--- src/hdl/sjpq_pkg.sv ---
// Shared types and codes for the shortest-job-first task queue.
`default_nettype none
package sjpq_pkg;

  localparam logic OP_ENQ = 1'b0;
  localparam logic OP_DEQ = 1'b1;

  typedef struct packed {
    logic [15:0] burst_time;
    logic [15:0] arrival_time;
    logic [15:0] task_id;
  } task_t;

  // Packed so that the word matches out_tdata bit for bit.
  typedef struct packed {
    logic [4:0]  occupancy;
    logic        dropped_full;
    logic        was_empty;
    logic        served_valid;
    logic [15:0] served_id;
  } result_t;

  typedef struct packed {
    logic load;    // capture a new result word
    logic do_enq;  // insert the incoming task
    logic do_deq;  // pop the head task
  } dp_cmd_t;

  typedef struct packed {
    logic empty;
    logic full;
  } dp_status_t;

endpackage
`default_nettype wire

--- src/hdl/sjpq_ctrl.sv ---
// Controller: handshake, output-hold state and datapath commands.
`default_nettype none
module sjpq_ctrl
  import sjpq_pkg::*;
(
  input  wire logic       clk,
  input  wire logic       rst_n,
  input  wire logic       in_tvalid,
  output logic            in_tready,
  input  wire logic       in_op,
  output logic            out_tvalid,
  input  wire logic       out_tready,
  input  wire dp_status_t status,
  output dp_cmd_t         cmd
);

  localparam logic ST_IDLE = 1'b0;
  localparam logic ST_HOLD = 1'b1;

  logic state_r, state_nxt;
  logic accept;

  assign in_tready  = (state_r == ST_IDLE) || out_tready;
  assign out_tvalid = (state_r == ST_HOLD);
  assign accept     = in_tvalid && in_tready;

  always_comb begin
    cmd.load   = accept;
    cmd.do_enq = accept && (in_op == OP_ENQ) && !status.full;
    cmd.do_deq = accept && (in_op == OP_DEQ) && !status.empty;
  end

  always_comb begin
    state_nxt = state_r;
    unique case (state_r)
      ST_IDLE: if (accept) state_nxt = ST_HOLD;
      ST_HOLD: if (!accept && out_tready) state_nxt = ST_IDLE;
      default: state_nxt = ST_IDLE;
    endcase
  end

  always_ff @(posedge clk) begin
    if (!rst_n) begin
      state_r <= ST_IDLE;
    end else begin
      state_r <= state_nxt;
    end
  end

  a_one_op: assert property (@(posedge clk) disable iff (!rst_n)
    !(cmd.do_enq && cmd.do_deq))
    else $error("enqueue and dequeue issued together");

  a_no_pop_empty: assert property (@(posedge clk) disable iff (!rst_n)
    cmd.do_deq |-> !status.empty)
    else $error("pop issued on empty queue");

  a_word_follows: assert property (@(posedge clk) disable iff (!rst_n)
    accept |=> out_tvalid)
    else $error("accepted word produced no result");

  a_hold_until_taken: assert property (@(posedge clk) disable iff (!rst_n)
    (out_tvalid && !out_tready) |=> out_tvalid)
    else $error("result dropped before it was taken");

endmodule
`default_nettype wire

--- src/hdl/sjpq_dpath.sv ---
// Datapath: sorted shift-register cells, task count and result register.
`default_nettype none
module sjpq_dpath
  import sjpq_pkg::*;
#(
  parameter int CAPACITY = 16
) (
  input  wire logic    clk,
  input  wire logic    rst_n,
  input  wire dp_cmd_t cmd,
  input  wire task_t   new_task,
  output dp_status_t   status,
  output result_t      result
);

  localparam int CW = $clog2(CAPACITY + 1);

  task_t          cell_r   [CAPACITY];
  task_t          cell_nxt [CAPACITY];
  logic [CW-1:0]  cnt_r, cnt_nxt;
  logic [CAPACITY-1:0] go;
  logic [CW+4:0]  cnt_ext;
  result_t        res_r, res_nxt;

  assign status.empty = (cnt_r == '0);
  assign status.full  = (cnt_r == CW'(CAPACITY));

  // A cell takes part in the insert shift when it is free or sorts after the new key.
  genvar g;
  generate
    for (g = 0; g < CAPACITY; g++) begin : g_cell
      always_comb begin
        go[g] = (CW'(g) >= cnt_r)
             || (cell_r[g].burst_time > new_task.burst_time)
             || ((cell_r[g].burst_time == new_task.burst_time)
                 && (cell_r[g].arrival_time > new_task.arrival_time));
      end

      if (g == 0) begin : g_head
        always_comb begin
          cell_nxt[g] = cell_r[g];
          if (cmd.do_enq && go[g]) begin
            cell_nxt[g] = new_task;
          end else if (cmd.do_deq) begin
            cell_nxt[g] = cell_r[(CAPACITY > 1) ? 1 : 0];
          end
        end
      end else if (g == CAPACITY - 1) begin : g_tail
        always_comb begin
          cell_nxt[g] = cell_r[g];
          if (cmd.do_enq && go[g]) begin
            cell_nxt[g] = go[g-1] ? cell_r[g-1] : new_task;
          end
        end
      end else begin : g_mid
        always_comb begin
          cell_nxt[g] = cell_r[g];
          if (cmd.do_enq && go[g]) begin
            cell_nxt[g] = go[g-1] ? cell_r[g-1] : new_task;
          end else if (cmd.do_deq) begin
            cell_nxt[g] = cell_r[g+1];
          end
        end
      end

      always_ff @(posedge clk) begin
        cell_r[g] <= cell_nxt[g];
      end
    end
  endgenerate

  always_comb begin
    cnt_nxt = cnt_r;
    if (cmd.do_enq) begin
      cnt_nxt = cnt_r + 1'b1;
    end else if (cmd.do_deq) begin
      cnt_nxt = cnt_r - 1'b1;
    end
  end

  assign cnt_ext = {5'b0, cnt_nxt};

  always_comb begin
    res_nxt.served_id    = cmd.do_deq ? cell_r[0].task_id : 16'h0000;
    res_nxt.served_valid = cmd.do_deq;
    res_nxt.was_empty    = cmd.load && !cmd.do_enq && !cmd.do_deq && status.empty
                           && !status.full;
    res_nxt.dropped_full = cmd.load && !cmd.do_enq && !cmd.do_deq && status.full;
    res_nxt.occupancy    = cnt_ext[4:0];
  end

  always_ff @(posedge clk) begin
    if (!rst_n) begin
      cnt_r <= '0;
    end else begin
      cnt_r <= cnt_nxt;
    end
  end

  always_ff @(posedge clk) begin
    if (cmd.load) begin
      res_r <= res_nxt;
    end
  end

  assign result = res_r;

  a_cnt_bound: assert property (@(posedge clk) disable iff (!rst_n)
    cnt_r <= CW'(CAPACITY))
    else $error("task count beyond capacity");

  a_cnt_step: assert property (@(posedge clk) disable iff (!rst_n)
    cmd.do_enq |=> (cnt_r == $past(cnt_r) + 1'b1))
    else $error("insert did not bump count");

  a_head_sorted: assert property (@(posedge clk) disable iff (!rst_n)
    (cnt_r > CW'(1)) |-> (cell_r[0].burst_time <= cell_r[1].burst_time))
    else $error("head cells out of order");

endmodule
`default_nettype wire

--- src/hdl/shortest_job_priority_queue.sv ---
// Top level of the shortest-job-first task queue.
//
//  channel | dir | handshake             | payload
//  in_     | in  | in_tvalid / in_tready   | tuser: operation; tdata: id, arrival, burst
//  out_    | out | out_tvalid / out_tready | tdata: id, valid, empty, dropped, occupancy
//
// For each word, all cells compare with the new key at once
// and shift together, and the result lands in a register the next cycle.
// A new word is taken while the held result leaves, so a word per cycle is
// sustained when the output side is ready; a stalled output holds the input.
// Reset (synchronous, active low) empties the queue; cell contents are not cleared.
`default_nettype none
module shortest_job_priority_queue
  import sjpq_pkg::*;
#(
  parameter int CAPACITY = 16
) (
  input  wire logic        clk,
  input  wire logic        rst_n,
  input  wire logic        in_tvalid,
  output logic             in_tready,
  input  wire logic [47:0] in_tdata,   // task_id, arrival_time, burst_time
  input  wire logic        in_tuser,   // operation
  output logic             out_tvalid,
  input  wire logic        out_tready,
  output logic [23:0]      out_tdata   // served_id, served_valid, was_empty,
                                       // dropped_full, occupancy
);

  dp_cmd_t    cmd;
  dp_status_t status;
  task_t      new_task;
  result_t    result;

  assign new_task.task_id      = in_tdata[15:0];
  assign new_task.arrival_time = in_tdata[31:16];
  assign new_task.burst_time   = in_tdata[47:32];

  sjpq_ctrl u_ctrl (
    .clk        (clk),
    .rst_n      (rst_n),
    .in_tvalid  (in_tvalid),
    .in_tready  (in_tready),
    .in_op      (in_tuser),
    .out_tvalid (out_tvalid),
    .out_tready (out_tready),
    .status     (status),
    .cmd        (cmd)
  );

  sjpq_dpath #(
    .CAPACITY (CAPACITY)
  ) u_dpath (
    .clk      (clk),
    .rst_n    (rst_n),
    .cmd      (cmd),
    .new_task (new_task),
    .status   (status),
    .result   (result)
  );

  assign out_tdata = result;

endmodule
`default_nettype wire
--- config.mk ---
export PLATFORM = sky130hd
export DESIGN_NAME = shortest_job_priority_queue
export DESIGN_NICKNAME = d
export VERILOG_FILES = /design/src/hdl/sjpq_pkg.sv /design/src/hdl/sjpq_ctrl.sv /design/src/hdl/sjpq_dpath.sv /design/src/hdl/shortest_job_priority_queue.sv
export SDC_FILE = /design/constraint.sdc
export NUM_CORES = 2
export LEC_CHECK = 0
export CELL_PAD_IN_SITES_DETAIL_PLACEMENT = 2
export CELL_PAD_IN_SITES_GLOBAL_PLACEMENT = 2
export CORE_MARGIN = 2
export CORE_UTILIZATION = 45
export CTS_BUF_LIST = sky130_fd_sc_hd__clkbuf_16
export DETAILED_ROUTE_END_ITERATION = 8
export DONT_BUFFER_PORTS = 1
export GPL_TIMING_DRIVEN = 0
export PLACE_DENSITY_LB_ADDON = 0.1
export SYNTH_ARGS = -nofsm -noshare
export SYNTH_HDL_FRONTEND = slang
export SYNTH_SLANG_ARGS = --single-unit
export TNS_END_PERCENT = 50
--- constraint.sdc ---
create_clock -name clk -period 11.2 [get_ports clk]
set_input_delay 2.24 -clock clk [delete_from_list [all_inputs] [get_ports clk]]
set_output_delay 2.24 -clock clk [all_outputs]
set_load 0.01 [all_outputs]
==> run summary <==
ys flop type: edfxtp_1
critical path required time: 11.44 ns
ys async rst share: 0
R2R setup slack: 4.80 ns
Seq/Total Area, Yosys: 0.4472
Cells after Synth: 4652
minimum clock period after layout: 9.774 ns
Post-Layout Cell Count: 6397
vias per inst: 6.934
Post-synth EDFFs: 792
Max Slew Vio Count: 42
DRC: 0
initial drt markers: 4788
slowest cell on the critical path: o21ai_1
Die X: 348.6 um
layout cell share with drive strength beyond 1: 0.2010
Mean Syn Cell Area: 11.49 sq um
most frequent CP cell: clkbuf_1
NumNets Final: 5345
Post-Route Skew: 0.03218 ns
commonest cells after routing, fill and taps aside: edfxtp_1 (792), mux2_2 (659), ha_1 (517)
syn_nets: 5222
post-synth top area share: 0.4450
initial antenna violation count: 10
critical path cell sequence: clkbuf_1 -> clkbuf_1 -> inv_1 -> ha_1 -> nand4_1 -> or4_1 -> and2_1 -> o41a_1 -> o21ai_1 -> clkbuf_1 -> buf_2 -> nand2_4
clk slew on worst S/H paths: 0.06 ns
leading area contributor after synthesis: edfxtp_1
critical path launch point type: input port
Distinct cells, synth: 76
share of the clock period used by the worst path: 0.8727
FF-to-FF path depth: 9
Sinks on Clock Net: 798
via count: 44.36k
Top Ports: 79
CP endpoint kind: flip-flop
Peak VDD IR: 0.1185 mV
Final Hold Fails: 0
FMAX: 0.1023 GHz
Lkg Pwr: 21.98 nW
crit path kind: input port to flip-flop
core area: 117900 sq um
Fin Setup TNS: 0 ns
largest net degree at the start of global routing: 49
# setup viols final: 0
Post-CTS Setup Repair Bufs: 0
number of port buffers: 0
wire length of the first global-routing pass: 356400 um
RSZ-0062 raised after global routing: false
critical path's largest stage delay: 1.24 ns
total global-route track usage: 0.4126
root buf cell: clkbuf_16
wirelength, routed: 255600 um
CTS tree: built
num rows: 126
critical path arrival: 10.02 ns
most common cell after layout, fill and taps aside: edfxtp_1
Final ANT Viol Nets: 0
Die ar.: 121500 sq um
CP max FO: 48
Area after DPL: 55940 sq um
flops & latches, synth: 798
Synth area leaders: edfxtp_1 (44%), mux2_2 (14%), ha_1 (12%)
Initial Utilization: 0.4533
vias in the first global route: 47.05k
max_cap viols: 5
area grow syn2layout: 10.28%
post-DP HPWL: 185100 um
total grt overflow: 0
Clock Tree Buf Depth: 3
worst-skew pair later-pin latency: 0.74 ns
finished layout cell area: 58950 sq um
failing checks: capacitance limit, slew limit
pwr/cell area: 194.1 nW/um^2
cell area after synthesis: 53450 sq um
WL per Instance: 39.96 um
GP Congestion: 0.9687
Tot Pwr: 11.44 mW
hold buffers post-CTS: 0
worst min-delay path class: flip-flop to flip-flop
Die H: 348.6 um
WHS Path Cells: 1
Post-Place Worst Slack: 1.121 ns
H-Tree Depth: 3
final worst slack: 1.426 ns
# resized after CTS: 0
Slew @ Worst Pin: 1.579 ns
DRT Pass-1 Iters: 8
number of CTS-inserted buffers: 97
Placed Instances: 6209
Synth warnings: 0
normalized max-slew margin: -0.05295
status: complete, but fails checks
## area by class of cell
cell class	count	area, sq um
plain buffers	342	1510
multi-input cells	3436	27910
fillers	11718	58980
well taps	1536	1922
flip-flops and latches	798	23900
clock inverters	82	508.0
clock buffers	97	2427
inverters	76	285.3
repair buffers	24	461.7
diodes	6	15.01
## path summary, 6_finish.rpt
check	from	endpoint
worst min register to register	u_dpath.cell_r[7][63]	u_dpath.cell_r[7][15]
worst max register to register	u_dpath.cell_r[6][47]	u_dpath.cell_r[6][12]
worst max-delay path	in_tdata[39]	u_dpath.cell_r[2][71]
worst min-delay path	u_dpath.cell_r[7][63]	u_dpath.cell_r[7][15]
## registers in the layout (all words and copies together), names as in the netlist
signal,count
u_ctrl.out_tvalid,1
u_dpath.cell_r,768
u_dpath.cnt_r,5
u_dpath.result,24
## critical path, delay by kind of cell
family	cells	cell delay [ns]
and+or+nand+nor	4	1.65
buffers and inverters	5	3.94
AOI/OAI and AO/OA	2	1.46
adders and majority gates	1	0.61
## routing by layer
layer | vias to the layer above | track usage | wire length (um)
met3 | 691 | 0.08026 | 20600
li1 | 18234 | - | -
met5 | - | 0 | 23
met2 | 2292 | 0.6507 | 115700
met4 | 4 | 0.2701 | 19200
met1 | 23135 | 0.5164 | 100200
## report_power, final
part | leakage, nW | switching, mW | internal, mW
sequential | 7.52 | 0.479 | 4.04
combinational | 12.9 | 2.43 | 1.39
clock | 1.53 | 1.46 | 1.65
total | 22.0 | 4.37 | 7.08
## kinds of logic after synthesis
group	synth area share
simple gates	0.08154
xor+xnor	0.0006556
flops	0.4472
fa+ha+maj	0.1210
buf+inv	0.03355
mux	0.2042
compound gates	0.1118
## Yosys cell counts (5+ instances only)
library cell,n
or4_1,13
a221o_1,49
nor2_1,99
buf_6,6
nor3_1,11
nor4_1,14
nand2_1,380
o21a_1,8
nand3_1,195
mux2_1,20
nand2b_1,16
a21o_1,33
dfxtp_1,6
a2111oi_0,6
edfxtp_1,792
a2111o_1,12
clkbuf_1,215
buf_4,15
mux2_4,9
ha_1,517
nor2b_1,38
a31oi_1,104
a211oi_1,13
nand4_1,111
a21oi_1,245
a221oi_1,9
inv_1,75
buf_1,8
and2_1,24
buf_2,98
o21ai_0,374
mux2i_1,313
o21ai_1,33
o211ai_1,39
or2_2,5
mux2_2,659
a41oi_1,5
o31a_1,6
## through the flow
step                      utilization  hold slack, ns
after floorplan                     -          0.5152
after global placement         0.4695          0.5254
after detailed placement       0.4744          0.5424
after CTS                      0.4993          0.5591
after global routing           0.4998          0.5776
final                          0.4999          0.5580
No activity file was read; power rests on OpenSTA's default activity.
